--- src/esutc_pkg.sv ---
// Shared types and constants for the Unix time to UTC date and time converter.
`timescale 1ns / 1ps
package esutc_pkg;

  localparam int NSTG = 14;

  typedef struct packed {
    logic signed [39:0] unix_seconds;
    logic [29:0]        nanoseconds;
  } in_item_t;

  typedef struct packed {
    logic        valid_res;
    logic [13:0] year;
    logic [3:0]  month;
    logic [4:0]  day;
    logic [4:0]  hour;
    logic [5:0]  minute;
    logic [5:0]  second;
    logic [29:0] nanos_out;
    logic [3:0]  fraction_digits;
  } out_item_t;

  typedef struct packed {
    logic [NSTG:1] ld;
    logic          in_stall;
    logic          out_valid;
  } pipe_ctl_t;

  localparam logic signed [39:0] SEC_MIN    = -40'sd62135596800;
  localparam logic signed [39:0] SEC_MAX    = 40'sd253402300799;
  localparam logic [29:0]        NANO_LIMIT = 30'd1000000000;

  localparam logic [9:0]  DAY_DIV     = 10'd675;
  localparam logic [19:0] MEGA        = 20'd1000000;
  localparam logic [9:0]  KILO        = 10'd1000;
  localparam logic [11:0] HOUR_SECS   = 12'd3600;
  localparam logic [5:0]  MIN_SECS    = 6'd60;
  localparam logic [17:0] ERA_DAYS    = 18'd146097;
  localparam logic [10:0] QUAD_DAYS   = 11'd1460;
  localparam logic [15:0] CENT_DAYS   = 16'd36524;
  localparam logic [17:0] ERA_LAST    = 18'd146096;
  localparam logic [8:0]  YEAR_DAYS   = 9'd365;
  localparam logic [8:0]  ERA_YEARS   = 9'd400;
  localparam logic [21:0] MARCH_SHIFT = 22'd306;

  localparam logic [22:0] RCP_DAY  = 23'((64'd1 << 32) / 64'd675);
  localparam logic [10:0] RCP_MEGA = 11'((64'd1 << 24) / 64'd15625);
  localparam logic [10:0] RCP_KILO = 11'((64'd1 << 17) / 64'd125);
  localparam logic [5:0]  RCP_HOUR = 6'((64'd1 << 13) / 64'd225);
  localparam logic [4:0]  RCP_ERA  = 5'((64'd1 << 22) / 64'd146097);
  localparam logic [6:0]  RCP_MIN  = 7'((64'd1 << 10) / 64'd15);
  localparam logic [7:0]  RCP_QUAD = 8'((64'd1 << 18) / 64'd1460);
  localparam logic [2:0]  RCP_CENT = 3'((64'd1 << 18) / 64'd36524);
  localparam logic [9:0]  RCP_YEAR = 10'((64'd1 << 18) / 64'd365);

  localparam logic [8:0] MONTH_START [12] = '{
    9'd0, 9'd31, 9'd61, 9'd92, 9'd122, 9'd153,
    9'd184, 9'd214, 9'd245, 9'd275, 9'd306, 9'd337
  };

endpackage

--- src/esutc_pipe_ctrl.sv ---
// Stage valid flags and per-stage load enables for the conversion pipeline.
`timescale 1ns / 1ps
module esutc_pipe_ctrl (
  input  logic                 clk,
  input  logic                 rst,
  input  logic                 up_valid,
  input  logic                 down_stall,
  output esutc_pkg::pipe_ctl_t ctl
);
  import esutc_pkg::*;

  logic [NSTG:1] vld;
  logic [NSTG:1] ready;
  logic          acc_in;
  logic          acc_out;

  for (genvar k = 1; k <= NSTG; k++) begin : g_ready
    assign ready[k] = !(down_stall && (&vld[NSTG:k]));
  end

  always_ff @(posedge clk) begin
    if (rst) begin
      vld <= '0;
    end else begin
      if (ready[1]) begin
        vld[1] <= up_valid;
      end
      for (int k = 2; k <= NSTG; k++) begin
        if (ready[k]) begin
          vld[k] <= vld[k-1];
        end
      end
    end
  end

  assign acc_in        = up_valid && ready[1];
  assign acc_out       = vld[NSTG] && !down_stall;
  assign ctl.ld        = ready;
  assign ctl.in_stall  = !ready[1];
  assign ctl.out_valid = vld[NSTG];

`ifndef ASSERT_OFF
  a_item_count: assert property (@(posedge clk) disable iff (rst)
    1'b1 |=> ($countones(vld) ==
              $past($countones(vld)) + int'($past(acc_in)) - int'($past(acc_out))))
    else $error("Pipeline occupancy does not match accepted and delivered items.");
`endif

endmodule

--- src/epoch_seconds_to_utc_date_time_unit.sv ---
// Unix seconds and nanoseconds to UTC civil date and time, 14-stage pipeline.
// Each accepted item passes through the stage registers s1 to s13 and then the result register.
// Throughput: one item per cycle while date_stall is low; each division by a constant is a reciprocal
// multiply stage and a correction stage, and the chain of them sets the depth.
// Reset clears the stage valid flags only; datapath registers are not reset.
`timescale 1ns / 1ps
module epoch_seconds_to_utc_date_time_unit (
  input  logic                 clk,
  input  logic                 rst,
  input  logic                 time_valid,
  output logic                 time_stall,
  input  esutc_pkg::in_item_t  time_item,
  output logic                 date_valid,
  input  logic                 date_stall,
  output esutc_pkg::out_item_t date_item
);
  import esutc_pkg::*;

  typedef struct packed {
    logic        ok;
    logic [29:0] ns;
    logic [3:0]  digits;
    logic [4:0]  hour;
    logic [5:0]  minute;
    logic [5:0]  second;
    logic [4:0]  era;
  } side_t;

  function automatic logic [1:0] group_zeros(input logic [9:0] v, input logic [17:0] p10,
                                             input logic [15:0] p100);
    logic [6:0] q10;
    logic [3:0] q100;
    q10  = p10[17:11];
    q100 = p100[15:12];
    if (v == 10'(q100 * 7'd100)) begin
      return 2'd2;
    end else if (v == 10'(q10 * 4'd10)) begin
      return 2'd1;
    end
    return 2'd0;
  endfunction

  pipe_ctl_t ctl;

  side_t side      [2:NSTG-1];
  side_t side_next [2:NSTG-1];

  logic signed [39:0] s1_secs;
  logic [29:0]        s1_ns;

  logic [38:0] s2_sh;
  logic [34:0] s2_nprod;

  logic [54:0] s3_dprod;
  logic [31:0] s3_t;
  logic [6:0]  s3_lo;
  logic [9:0]  s3_na;
  logic [19:0] s3_nr;

  logic [21:0] s4_days;
  logic [16:0] s4_sod;
  logic [27:0] s4_nprod;
  logic [9:0]  s4_na;
  logic [19:0] s4_nr;

  logic [21:0] s5_z;
  logic [18:0] s5_hprod;
  logic [16:0] s5_sod;
  logic [9:0]  s5_grp [3];

  logic [26:0] s6_zprod;
  logic [21:0] s6_z;
  logic [11:0] s6_ms;
  logic [9:0]  s6_grp  [3];
  logic [17:0] s6_p10  [3];
  logic [15:0] s6_p100 [3];

  logic [17:0] s7_doe;
  logic [16:0] s7_mprod;
  logic [11:0] s7_ms;

  logic [25:0] s8_p1;
  logic [20:0] s8_p2;
  logic        s8_q4;
  logic [17:0] s8_doe;

  logic [6:0]  s9_q1;
  logic [2:0]  s9_q2;
  logic        s9_q4;
  logic [17:0] s9_doe;

  logic [17:0] s10_yn;
  logic [17:0] s10_doe;

  logic [27:0] s11_yprod;
  logic [17:0] s11_yn;
  logic [17:0] s11_doe;

  logic [8:0]  s12_yoe;
  logic [17:0] s12_doe;

  logic [8:0]  s13_doy;
  logic [8:0]  s13_yoe;

  out_item_t res;
  out_item_t res_next;

  logic [40:0] sh_wide;
  logic        in_range;

  logic [10:0] mega_est;
  logic [29:0] mega_rem;
  logic        mega_fix;
  logic [10:0] mega_q;
  logic [29:0] mega_r;

  logic [22:0] day_est;
  logic [31:0] day_rem;
  logic        day_fix;
  logic [22:0] day_q;
  logic [31:0] day_r;

  logic [10:0] kilo_est;
  logic [19:0] kilo_rem;
  logic        kilo_fix;
  logic [10:0] kilo_q;
  logic [19:0] kilo_r;

  logic [5:0]  hour_est;
  logic [16:0] hour_rem;
  logic        hour_fix;
  logic [4:0]  hour_q;
  logic [16:0] hour_r;

  logic [4:0]  era_est;
  logic [21:0] era_rem;
  logic        era_fix;
  logic [4:0]  era_q;
  logic [21:0] era_r;
  logic [1:0]  tz_a;
  logic [1:0]  tz_b;
  logic [1:0]  tz_c;
  logic [3:0]  digits_c;

  logic [6:0]  min_est;
  logic [11:0] min_rem;
  logic        min_fix;
  logic [5:0]  min_q;
  logic [5:0]  sec_r;

  logic [7:0]  quad_est;
  logic [17:0] quad_rem;
  logic [2:0]  cent_est;
  logic [17:0] cent_rem;

  logic [9:0]  yoe_est;
  logic [17:0] yoe_rem;
  logic        yoe_fix;

  logic [1:0]  cent_cnt;

  logic [3:0]  mp;
  logic [3:0]  mon;

  esutc_pipe_ctrl u_ctrl (
    .clk        (clk),
    .rst        (rst),
    .up_valid   (time_valid),
    .down_stall (date_stall),
    .ctl        (ctl)
  );

  assign time_stall = ctl.in_stall;
  assign date_valid = ctl.out_valid;
  assign date_item  = res;

  always_comb begin
    side_next[2]    = '0;
    side_next[2].ok = in_range;
    side_next[2].ns = s1_ns;
    for (int k = 3; k < NSTG; k++) begin
      side_next[k] = side[k-1];
    end
    side_next[6].hour   = hour_q;
    side_next[7].era    = era_q;
    side_next[7].digits = digits_c;
    side_next[8].minute = min_q;
    side_next[8].second = sec_r;
  end

  always_ff @(posedge clk) begin
    for (int k = 2; k < NSTG; k++) begin
      if (ctl.ld[k]) begin
        side[k] <= side_next[k];
      end
    end
  end

  always_ff @(posedge clk) begin
    if (ctl.ld[1]) begin
      s1_secs <= time_item.unix_seconds;
      s1_ns   <= time_item.nanoseconds;
    end
  end

  // Shift the seconds so that 0001-01-01T00:00:00 is zero.
  always_comb begin
    sh_wide  = 41'(s1_secs) - 41'(SEC_MIN);
    in_range = (s1_secs >= SEC_MIN) && (s1_secs <= SEC_MAX) && (s1_ns < NANO_LIMIT);
  end

  always_ff @(posedge clk) begin
    if (ctl.ld[2]) begin
      s2_sh    <= sh_wide[38:0];
      s2_nprod <= 35'(s1_ns[29:6] * RCP_MEGA);
    end
  end

  always_comb begin
    mega_est = s2_nprod[34:24];
    mega_rem = side[2].ns - 30'(mega_est * MEGA);
    mega_fix = (mega_rem >= 30'(MEGA));
    mega_q   = mega_est + 11'(mega_fix);
    mega_r   = mega_rem - (mega_fix ? 30'(MEGA) : 30'd0);
  end

  always_ff @(posedge clk) begin
    if (ctl.ld[3]) begin
      s3_dprod <= 55'(s2_sh[38:7] * RCP_DAY);
      s3_t     <= s2_sh[38:7];
      s3_lo    <= s2_sh[6:0];
      s3_na    <= mega_q[9:0];
      s3_nr    <= mega_r[19:0];
    end
  end

  always_comb begin
    day_est = s3_dprod[54:32];
    day_rem = s3_t - 32'(day_est * DAY_DIV);
    day_fix = (day_rem >= 32'(DAY_DIV));
    day_q   = day_est + 23'(day_fix);
    day_r   = day_rem - (day_fix ? 32'(DAY_DIV) : 32'd0);
  end

  always_ff @(posedge clk) begin
    if (ctl.ld[4]) begin
      s4_days  <= day_q[21:0];
      s4_sod   <= {day_r[9:0], s3_lo};
      s4_nprod <= 28'(s3_nr[19:3] * RCP_KILO);
      s4_na    <= s3_na;
      s4_nr    <= s3_nr;
    end
  end

  always_comb begin
    kilo_est = s4_nprod[27:17];
    kilo_rem = s4_nr - 20'(kilo_est * KILO);
    kilo_fix = (kilo_rem >= 20'(KILO));
    kilo_q   = kilo_est + 11'(kilo_fix);
    kilo_r   = kilo_rem - (kilo_fix ? 20'(KILO) : 20'd0);
  end

  always_ff @(posedge clk) begin
    if (ctl.ld[5]) begin
      s5_z      <= s4_days + MARCH_SHIFT;
      s5_hprod  <= 19'(s4_sod[16:4] * RCP_HOUR);
      s5_sod    <= s4_sod;
      s5_grp[0] <= s4_na;
      s5_grp[1] <= kilo_q[9:0];
      s5_grp[2] <= kilo_r[9:0];
    end
  end

  always_comb begin
    hour_est = s5_hprod[18:13];
    hour_rem = s5_sod - 17'(hour_est * HOUR_SECS);
    hour_fix = (hour_rem >= 17'(HOUR_SECS));
    hour_q   = 5'(hour_est + 6'(hour_fix));
    hour_r   = hour_rem - (hour_fix ? 17'(HOUR_SECS) : 17'd0);
  end

  always_ff @(posedge clk) begin
    if (ctl.ld[6]) begin
      s6_zprod <= 27'(s5_z * RCP_ERA);
      s6_z     <= s5_z;
      s6_ms    <= hour_r[11:0];
      for (int i = 0; i < 3; i++) begin
        s6_grp[i]  <= s5_grp[i];
        s6_p10[i]  <= 18'(s5_grp[i] * 8'd205);
        s6_p100[i] <= 16'(s5_grp[i] * 6'd41);
      end
    end
  end

  always_comb begin
    era_est = s6_zprod[26:22];
    era_rem = s6_z - 22'(era_est * ERA_DAYS);
    era_fix = (era_rem >= 22'(ERA_DAYS));
    era_q   = era_est + 5'(era_fix);
    era_r   = era_rem - (era_fix ? 22'(ERA_DAYS) : 22'd0);
    tz_a    = group_zeros(s6_grp[0], s6_p10[0], s6_p100[0]);
    tz_b    = group_zeros(s6_grp[1], s6_p10[1], s6_p100[1]);
    tz_c    = group_zeros(s6_grp[2], s6_p10[2], s6_p100[2]);
    priority if (s6_grp[2] != 10'd0) begin
      digits_c = 4'd9 - 4'(tz_c);
    end else if (s6_grp[1] != 10'd0) begin
      digits_c = 4'd6 - 4'(tz_b);
    end else if (s6_grp[0] != 10'd0) begin
      digits_c = 4'd3 - 4'(tz_a);
    end else begin
      digits_c = 4'd0;
    end
  end

  always_ff @(posedge clk) begin
    if (ctl.ld[7]) begin
      s7_doe   <= era_r[17:0];
      s7_mprod <= 17'(s6_ms[11:2] * RCP_MIN);
      s7_ms    <= s6_ms;
    end
  end

  always_comb begin
    min_est = s7_mprod[16:10];
    min_rem = s7_ms - 12'(min_est * MIN_SECS);
    min_fix = (min_rem >= 12'(MIN_SECS));
    min_q   = 6'(min_est + 7'(min_fix));
    sec_r   = 6'(min_rem - (min_fix ? 12'(MIN_SECS) : 12'd0));
  end

  always_ff @(posedge clk) begin
    if (ctl.ld[8]) begin
      s8_p1  <= 26'(s7_doe * RCP_QUAD);
      s8_p2  <= 21'(s7_doe * RCP_CENT);
      s8_q4  <= (s7_doe == ERA_LAST);
      s8_doe <= s7_doe;
    end
  end

  always_comb begin
    quad_est = s8_p1[25:18];
    quad_rem = s8_doe - 18'(quad_est * QUAD_DAYS);
    cent_est = s8_p2[20:18];
    cent_rem = s8_doe - 18'(cent_est * CENT_DAYS);
  end

  always_ff @(posedge clk) begin
    if (ctl.ld[9]) begin
      s9_q1  <= 7'(quad_est + 8'(quad_rem >= 18'(QUAD_DAYS)));
      s9_q2  <= cent_est + 3'(cent_rem >= 18'(CENT_DAYS));
      s9_q4  <= s8_q4;
      s9_doe <= s8_doe;
    end
  end

  always_ff @(posedge clk) begin
    if (ctl.ld[10]) begin
      s10_yn  <= s9_doe - 18'(s9_q1) + 18'(s9_q2) - 18'(s9_q4);
      s10_doe <= s9_doe;
    end
  end

  always_ff @(posedge clk) begin
    if (ctl.ld[11]) begin
      s11_yprod <= 28'(s10_yn * RCP_YEAR);
      s11_yn    <= s10_yn;
      s11_doe   <= s10_doe;
    end
  end

  always_comb begin
    yoe_est = s11_yprod[27:18];
    yoe_rem = s11_yn - 18'(yoe_est * YEAR_DAYS);
    yoe_fix = (yoe_rem >= 18'(YEAR_DAYS));
  end

  always_ff @(posedge clk) begin
    if (ctl.ld[12]) begin
      s12_yoe <= 9'(yoe_est + 10'(yoe_fix));
      s12_doe <= s11_doe;
    end
  end

  always_comb begin
    cent_cnt = 2'(s12_yoe >= 9'd100) + 2'(s12_yoe >= 9'd200) + 2'(s12_yoe >= 9'd300);
  end

  always_ff @(posedge clk) begin
    if (ctl.ld[13]) begin
      s13_doy <= 9'(s12_doe - (18'(s12_yoe * YEAR_DAYS) + 18'(s12_yoe[8:2]) - 18'(cent_cnt)));
      s13_yoe <= s12_yoe;
    end
  end

  // Months are counted from March, so January and February close the year.
  always_comb begin
    mp = 4'd0;
    for (int i = 1; i < 12; i++) begin
      mp = mp + 4'(s13_doy >= MONTH_START[i]);
    end
    mon      = (mp < 4'd10) ? mp + 4'd3 : mp - 4'd9;
    res_next = '0;
    if (side[NSTG-1].ok) begin
      res_next.valid_res       = 1'b1;
      res_next.year            = 14'(s13_yoe) + 14'(side[NSTG-1].era * ERA_YEARS)
                                 + 14'(mon <= 4'd2);
      res_next.month           = mon;
      res_next.day             = 5'(s13_doy - MONTH_START[mp] + 9'd1);
      res_next.hour            = side[NSTG-1].hour;
      res_next.minute          = side[NSTG-1].minute;
      res_next.second          = side[NSTG-1].second;
      res_next.nanos_out       = side[NSTG-1].ns;
      res_next.fraction_digits = side[NSTG-1].digits;
    end
  end

  always_ff @(posedge clk) begin
    if (ctl.ld[NSTG]) begin
      res <= res_next;
    end
  end

`ifndef ASSERT_OFF
  a_invalid_zero: assert property (@(posedge clk) disable iff (rst)
    date_valid && !date_item.valid_res |-> (date_item == '0))
    else $error("An out-of-range result carries nonzero fields.");

  a_fields_range: assert property (@(posedge clk) disable iff (rst)
    date_valid && date_item.valid_res |->
      (date_item.year >= 14'd1) && (date_item.year <= 14'd9999) &&
      (date_item.month >= 4'd1) && (date_item.month <= 4'd12) &&
      (date_item.day >= 5'd1) && (date_item.hour <= 5'd23) &&
      (date_item.minute <= 6'd59) && (date_item.second <= 6'd59))
    else $error("A valid result has a date or time field out of range.");

  a_frac_digits: assert property (@(posedge clk) disable iff (rst)
    date_valid && date_item.valid_res |->
      ((date_item.fraction_digits == 4'd0) == (date_item.nanos_out == 30'd0)) &&
      (date_item.fraction_digits <= 4'd9))
    else $error("Fraction digit count disagrees with the nanoseconds.");
`endif

endmodule

--- config.mk ---
export PLATFORM = sky130hd
export DESIGN_NAME = epoch_seconds_to_utc_date_time_unit
export DESIGN_NICKNAME = d
export VERILOG_FILES = /design/src/esutc_pkg.sv /design/src/esutc_pipe_ctrl.sv /design/src/epoch_seconds_to_utc_date_time_unit.sv
export SDC_FILE = /design/constraint.sdc
export NUM_CORES = 2
export LEC_CHECK = 0
export BUFFER_PORTS_ARGS = -buffer_cell sky130_fd_sc_hd__clkbuf_2
export CAP_MARGIN = 20
export CORE_MARGIN = 4
export CORE_UTILIZATION = 36
export CTS_CLUSTER_DIAMETER = 200
export DETAILED_ROUTE_END_ITERATION = 6
export PLACE_DENSITY = 0.57
export SYNTH_ARGS = -nofsm -noshare
export SYNTH_HDL_FRONTEND = slang
export SYNTH_SLANG_ARGS = --single-unit
export TNS_END_PERCENT = 5
--- constraint.sdc ---
create_clock -name clk -period 12.85 [get_ports clk]
set_input_delay 1.285 -clock clk [delete_from_list [all_inputs] [get_ports clk]]
set_output_delay 1.285 -clock clk [all_outputs]
set_load 0.01 [all_outputs]
; Yosys cells after proc, flatten, opt, wreduce, memory -nomap -nowiden
; Memories as Yosys holds them, arrays and structs flattened.
; Cells that the tools add are included.
[op_classes]
order_cmp = 29
n_reduce_logical = 32
n_bitwise = 1
n_mul = 32
n_eq_ne = 7
addsub = 53
n_mux = 40
[ops]
columns = op, count
row1 = 75-bit two-way mux, 1
row2 = 18-bit subtractor, 4
row3 = 10-bit equality test, 6
row4 = "10-bit by 8-bit multiplier with 18-bit output, second input constant", 3
row5 = "32-bit by 22-bit multiplier with 54-bit output, second input constant", 1
row6 = "10-bit by 6-bit multiplier with 16-bit output, second input constant", 3
row7 = "9-bit by 8-bit >= comparator with 1-bit output, second input constant", 5
row8 = "40-bit by 37-bit >= comparator with 1-bit output, second input constant", 1
row9 = "40-bit by 39-bit <= comparator with 1-bit output, second input constant", 1
row10 = 20-bit subtractor, 2
row11 = "39-bit by 37-bit subtractor with 39-bit output, second input constant", 1
row12 = "9-bit >= comparator, second input constant", 4
row13 = "24-bit by 11-bit multiplier with 35-bit output, second input constant", 1
row14 = "32-bit by 10-bit >= comparator with 1-bit output, second input constant", 1
row15 = "23-bit by 10-bit multiplier with 32-bit output, second input constant", 1
row16 = 32-bit subtractor, 1
row17 = "30-bit by 20-bit >= comparator with 1-bit output, second input constant", 1
row18 = "30-bit less-than comparator, second input constant", 1
row19 = 10-bit nonzero test, 3
row20 = 30-bit subtractor, 1
row21 = 4-bit by 1-bit adder with 4-bit output, 7
row22 = "9-bit by 7-bit >= comparator with 1-bit output, second input constant", 3
row23 = "18-bit by 9-bit multiplier with 27-bit output, second input constant", 1
row24 = "7-bit by 3-bit multiplier with 9-bit output, second input constant", 3
row25 = 86 further kinds, 138
[word_totals]
elab_cells = 263
n_memories = 6
output_inout_bits = 77
mem_bits_rw = 846
inputBits = 74
mem_bits_ro = 144
ff_bits = 822
[mem_list]
columns = name, depth, word_bits, rd, rd_ports_with_merged_regs, write_ports, line_no
row1 = side, 12, 57, 12, 0, 12, epoch_seconds_to_utc_date_time_unit.sv:45  ; side_t side [2:NSTG-1];
row2 = (no name shown), 16, 9, 1, 0, 0, epoch_seconds_to_utc_date_time_unit.sv:408  ; res_next.day = 5'(s13_doy - MONTH_START[mp] + 9'd1);
row3 = s6_p10, 3, 18, 3, 0, 3, epoch_seconds_to_utc_date_time_unit.sv:75  ; logic [17:0] s6_p10 [3];
row4 = s6_p100, 3, 16, 3, 0, 3, epoch_seconds_to_utc_date_time_unit.sv:76  ; logic [15:0] s6_p100 [3];
row5 = s5_grp, 3, 10, 3, 0, 3, epoch_seconds_to_utc_date_time_unit.sv:69  ; logic [9:0] s5_grp [3];
row6 = s6_grp, 3, 10, 3, 0, 3, epoch_seconds_to_utc_date_time_unit.sv:74  ; logic [9:0] s6_grp [3];

; Longest topological paths before layout
[logic_depth]
depth_word = 18
depth_mapped = 37
mapped_depth_nobuf = 37

; Cells and area by module
; Synthesis repeated with hierarchy kept, for this count alone.
[hier_totals]
cells_unflattened = 7916
area_unflattened_um2 = 96636.4
[by_module_without_submodules]
columns = module, cells_per_inst, instances, area_per_inst_um2, seq_area_each_um2
row1 = epoch_seconds_to_utc_date_time_unit, 7845, 1, 95963.3, 38106.5
row2 = esutc_pipe_ctrl, 71, 1, 673.1, 280.3

; Worst setup path before layout
; No wires, ideal clock.
[synth_timing]
path_type = reg2reg
from = register s2_nprod[26]
to = register s3_nr[19], data pin
t_required_ns = 12.573
path_buffers = 1
setup_ns = 0.277
arrival_ns = 7.873
path_stages_with_launch = 31
path_slack_ns = 4.700
synth_period_minus_slack_ns = 8.150
path_cell_list = edfxtp_1 inv_1 fa_1 inv_1 ha_1 fa_1 fa_1 fa_1 ha_1 inv_1 o21ba_2 xnor2_1 ha_1 clkbuf_1 a21o_1 a21o_1 a21oi_1 a31oi_1 a21o_1 a211oi_1 xnor3_1 nor4_2 ha_1 a211o_1 nor3b_1 nand2_1 a211oi_1 o21bai_1 and4_1 nor3_1 xnor2_1
[synth_between]
elab_chain_len = 5
[synth_lines]
columns = item, line_no
row1 = "start, declared", epoch_seconds_to_utc_date_time_unit.sv:52  ; logic [34:0] s2_nprod;
row2 = "start signal, assigned", epoch_seconds_to_utc_date_time_unit.sv:215  ; s2_nprod <= 35'(s1_ns[29:6] * RCP_MEGA);
row3 = 11-bit by 14-bit multiplier with 24-bit output *, epoch_seconds_to_utc_date_time_unit.sv:221  ; mega_rem = side[2].ns - 30'(mega_est * MEGA);
row4 = 30-bit subtractor *, epoch_seconds_to_utc_date_time_unit.sv:221
row5 = 30-bit by 20-bit >= comparator with 1-bit output, epoch_seconds_to_utc_date_time_unit.sv:222  ; mega_fix = (mega_rem >= 30'(MEGA));
row6 = 20-bit two-way mux, epoch_seconds_to_utc_date_time_unit.sv:224  ; mega_r = mega_rem - (mega_fix ? 30'(MEGA) : 30'd0);
row7 = 20-bit subtractor *, epoch_seconds_to_utc_date_time_unit.sv:224
row8 = named net mega_r[19], epoch_seconds_to_utc_date_time_unit.sv:115  ; logic [29:0] mega_r;
row9 = "end signal, assigned", epoch_seconds_to_utc_date_time_unit.sv:233  ; s3_nr <= mega_r[19:0];
row10 = "end, declared", epoch_seconds_to_utc_date_time_unit.sv:58  ; logic [19:0] s3_nr;
; The timed path passes the listed nets; every way through them passes the cells marked *.
; A chain may end at the register's enable or synchronous reset.

; Worst setup path in the final report
; Same ends and word-level chain as after synthesis.

==> metrics.txt <==
outcome=finished, violations left; violated checks=design-rule violations; initial antenna violation count=8; Arrival @ worst endpoint=9.69 ns; Syn-to-layout area delta=10.6%; GRT Util Overall=0.139; CTS Buffer Depth=4; fraction of registers with async set/reset=0; Non-Filler Instances=11900; Post-synth top flop=edfxtp_1; Initial Utilization=0.361; routing usage on met1=0.189; Final Max Slew Viols=0; Yosys top cell by area=edfxtp_1; io pins=151; Worst Setup SP=s2_nprod[26]$_DFFE_PN_; number of diodes=0; area share of fa/ha/maj cells after synthesis=0.361; Slew @ Worst Pin=1.08 ns; synthesized cell area=96800 um2; register area share after synthesis=0.397; final setup margin=3.67 ns; first-pass GRT wire length=315000 um; post-synthesis average cell area=12.1 um2; crit start category=register; Post-synth EDFFs=1269; FF+latch count, synth=1283; Synth Area in Compound Gates=0.0685; Final Skew=0.0715 ns; Placed Area=102000 um2; RSZ-0062 raised after global routing=no; main combinational cell family by area after synthesis=adder cells; busiest grt layer=met2; Final ANT Viol Nets=0; Cells after Synth=7971; CTS Hold Bufs=0; Slowest-stage cell, CP=nor4_2; Synth Area in XOR/XNOR=0.0487; num rows=190; Post-CTS Setup Bufs=0; number of CTS-inserted buffers=155; Resized cells post-CTS=0; vias in the first global route=60100; Post-Syn Nets=10400; leading post-synthesis cells by cell area=edfxtp_1 39%, ha_1 21%, fa_1 15%; met2 Usage GRT=0.240; DRC Markers=2; hpwl dp=151000 um; Final Cycle Share=0.714; Via Count=56600; fraction of layout cells with a size suffix above 1=0.0568; die area=277000 um2; top-count cell post-synth=inv_1; reg-to-reg startpoint=s2_nprod[26]$_DFFE_PN_; nets@finish=10700; design area=107000 um2; Period minus WS final=9.18 ns; CTS tree=yes; largest net degree at the start of global routing=77; top cell type's share of synthesized area=0.394; commonest cells in the netlist=1648 x inv_1, 1628 x ha_1, 1269 x edfxtp_1, 729 x fa_1, 379 x xnor2_1; Distinct cells, synth=98; crit-path max FO=7; Worst-path clk slew=0.06 ns; clock sinks=1283; total global routing overflow=0; total core area=268000 um2; H-tree depth=4; First-pass DRT Iterations=7; Hold Crit Class=reg -> reg; Crit path required time=13.36 ns; Crit Path Category=reg -> reg; final-layout fill cell count=25500; simple-gate share of the synthesized area=0.0569; area occupied by multi-input gates=52100 um2; WL final=190000 um; Die H=526 um; post-synthesis mux area share=0.00225; RD Place Congestion=0.850; GR Util met3=0.0168; CTS root buf=clkbuf_16; fmax=109 MHz; setup violators final=0; slew margin rel.=0.265; setup TNS=0 ns; FF/Latch Area=38400 um2; Hold Vio Cnt, Final=0; Die Wd=526 um; DR iter-0 viols=2622; yosys warns=0; number of vias per cell=4.74; max-cap viol count=0; wire length per cell=15.9 um; placed insts=11600; CP endpoint kind=register; largest stage delay on the critical path=0.74 ns; Hold Crit Start=side[0][326]$_DFFE_PN_; Worst-Skew Late Latency=0.81 ns; Setup WS pre-CTS=3.63 ns; Port Buf Inserts=150
final cells by class:
| class | instances | area share |
|---|---|---|
| clock buffers | 188 | 0.0384 |
| multi-input cells | 4998 | 0.487 |
| repair buffers | 167 | 0.00839 |
| clock inverters | 83 | 0.00824 |
| well taps | 3552 | 0.0415 |
| inverters | 1650 | 0.0580 |
| flip-flops and latches | 1283 | 0.359 |
critical path, delay by kind of cell (launching register included):
family / cells / cell delay, ns
XOR/XNOR: 3 / 0.64
buffers and inverters: 2 / 0.23
AO/OA/AOI/OAI: 10 / 2.02
flip-flops: 1 / 0.48
AND/OR/NAND/NOR: 8 / 2.10
adder cells (fa/ha/maj): 8 / 3.44
routing by layer:
| metal | vias up | wire [um] |
|---|---|---|
| li1 | 27800 | - |
| met1 | 27700 | 88100 |
| met2 | 792 | 91400 |
| met3 | 241 | 6330 |
| met4 | 0 | 3730 |
| met5 | - | 0 |
layout by cell type (no fill, tap or decap), types with 16 or more instances in the layout:
master        n
nor2_1      282
nor2b_1      53
clkinv_1     16
nand4_1      47
edfxtp_1   1269
xor2_1      151
a31oi_1      42
a2111oi_0    16
ha_1       1628
buf_4        16
or3_1        17
and2_1       82
nand2b_1     35
nor3_1       92
o211ai_1     20
fa_1        729
a21oi_1     289
nand2_1     203
clkbuf_1     25
o21bai_1     52
a31o_2       18
xnor2_1     379
clkbuf_2    150
a211oi_1     31
and3_1       50
inv_1      1642
mux2i_1      18
nor4_1       23
o21ai_0     128
clkbuf_16   157
a21o_1      165
o21ai_1      30
clkinv_2     26
nand3_1     109
o21a_1       54
through the flow:
| stage | hold slack, ns | utilization |
|---|---|---|
| finish | 0.384 | 0.400 |
| global route | 0.402 | 0.400 |
| CTS | 0.386 | 0.400 |
| detailed placement | 0.405 | 0.381 |
| global placement | 0.401 | 0.381 |
| floorplan | 0.400 | - |
flip-flops by register name, indices dropped and copies added (netlist names), 18 cells and up:
signal     flops
date_item     75
s2_sh         39
s6_p100       21
s6_z          22
side         525
s4_days       22
s3_nr         20
s9_doe        18
s10_yn        18
s5_grp        30
s11_yn        18
s3_t          32
s6_p10        21
s1_ns         30
s5_z          22
s6_grp        21
s7_doe        18
s1_secs       40
s3_dprod      23
s4_nr         20
cells by family (layout without fill, tap and decap cells):
kind of cell             Yosys count  count (layout)
adder cells (fa/ha/maj)         2357            2357
buffers and inverters           1690            2088
flip-flops                      1283            1283
AND/OR/NAND/NOR                 1090            1090
AO/OA/AOI/OAI                    997             997
XOR/XNOR                         533             533
multiplexers                      21              21
path summary, 6_finish.rpt:
| path | endpoint | slack, ns | depth (start not counted) |
|---|---|---|---|
| setup / recovery | s3_nr[19]$_DFFE_PN_ | 3.67 | 31 |
| hold / removal | side[0][383]$_DFFE_PN_ | 0.38 | 0 |
| setup reg to reg | s3_nr[19]$_DFFE_PN_ | 3.67 | 31 |
| hold reg to reg | side[0][383]$_DFFE_PN_ | 0.38 | 0 |
Power is left out: the tool's default activity adds up to more than one toggle a clock period on the data nets, which glitch-free logic cannot reach.
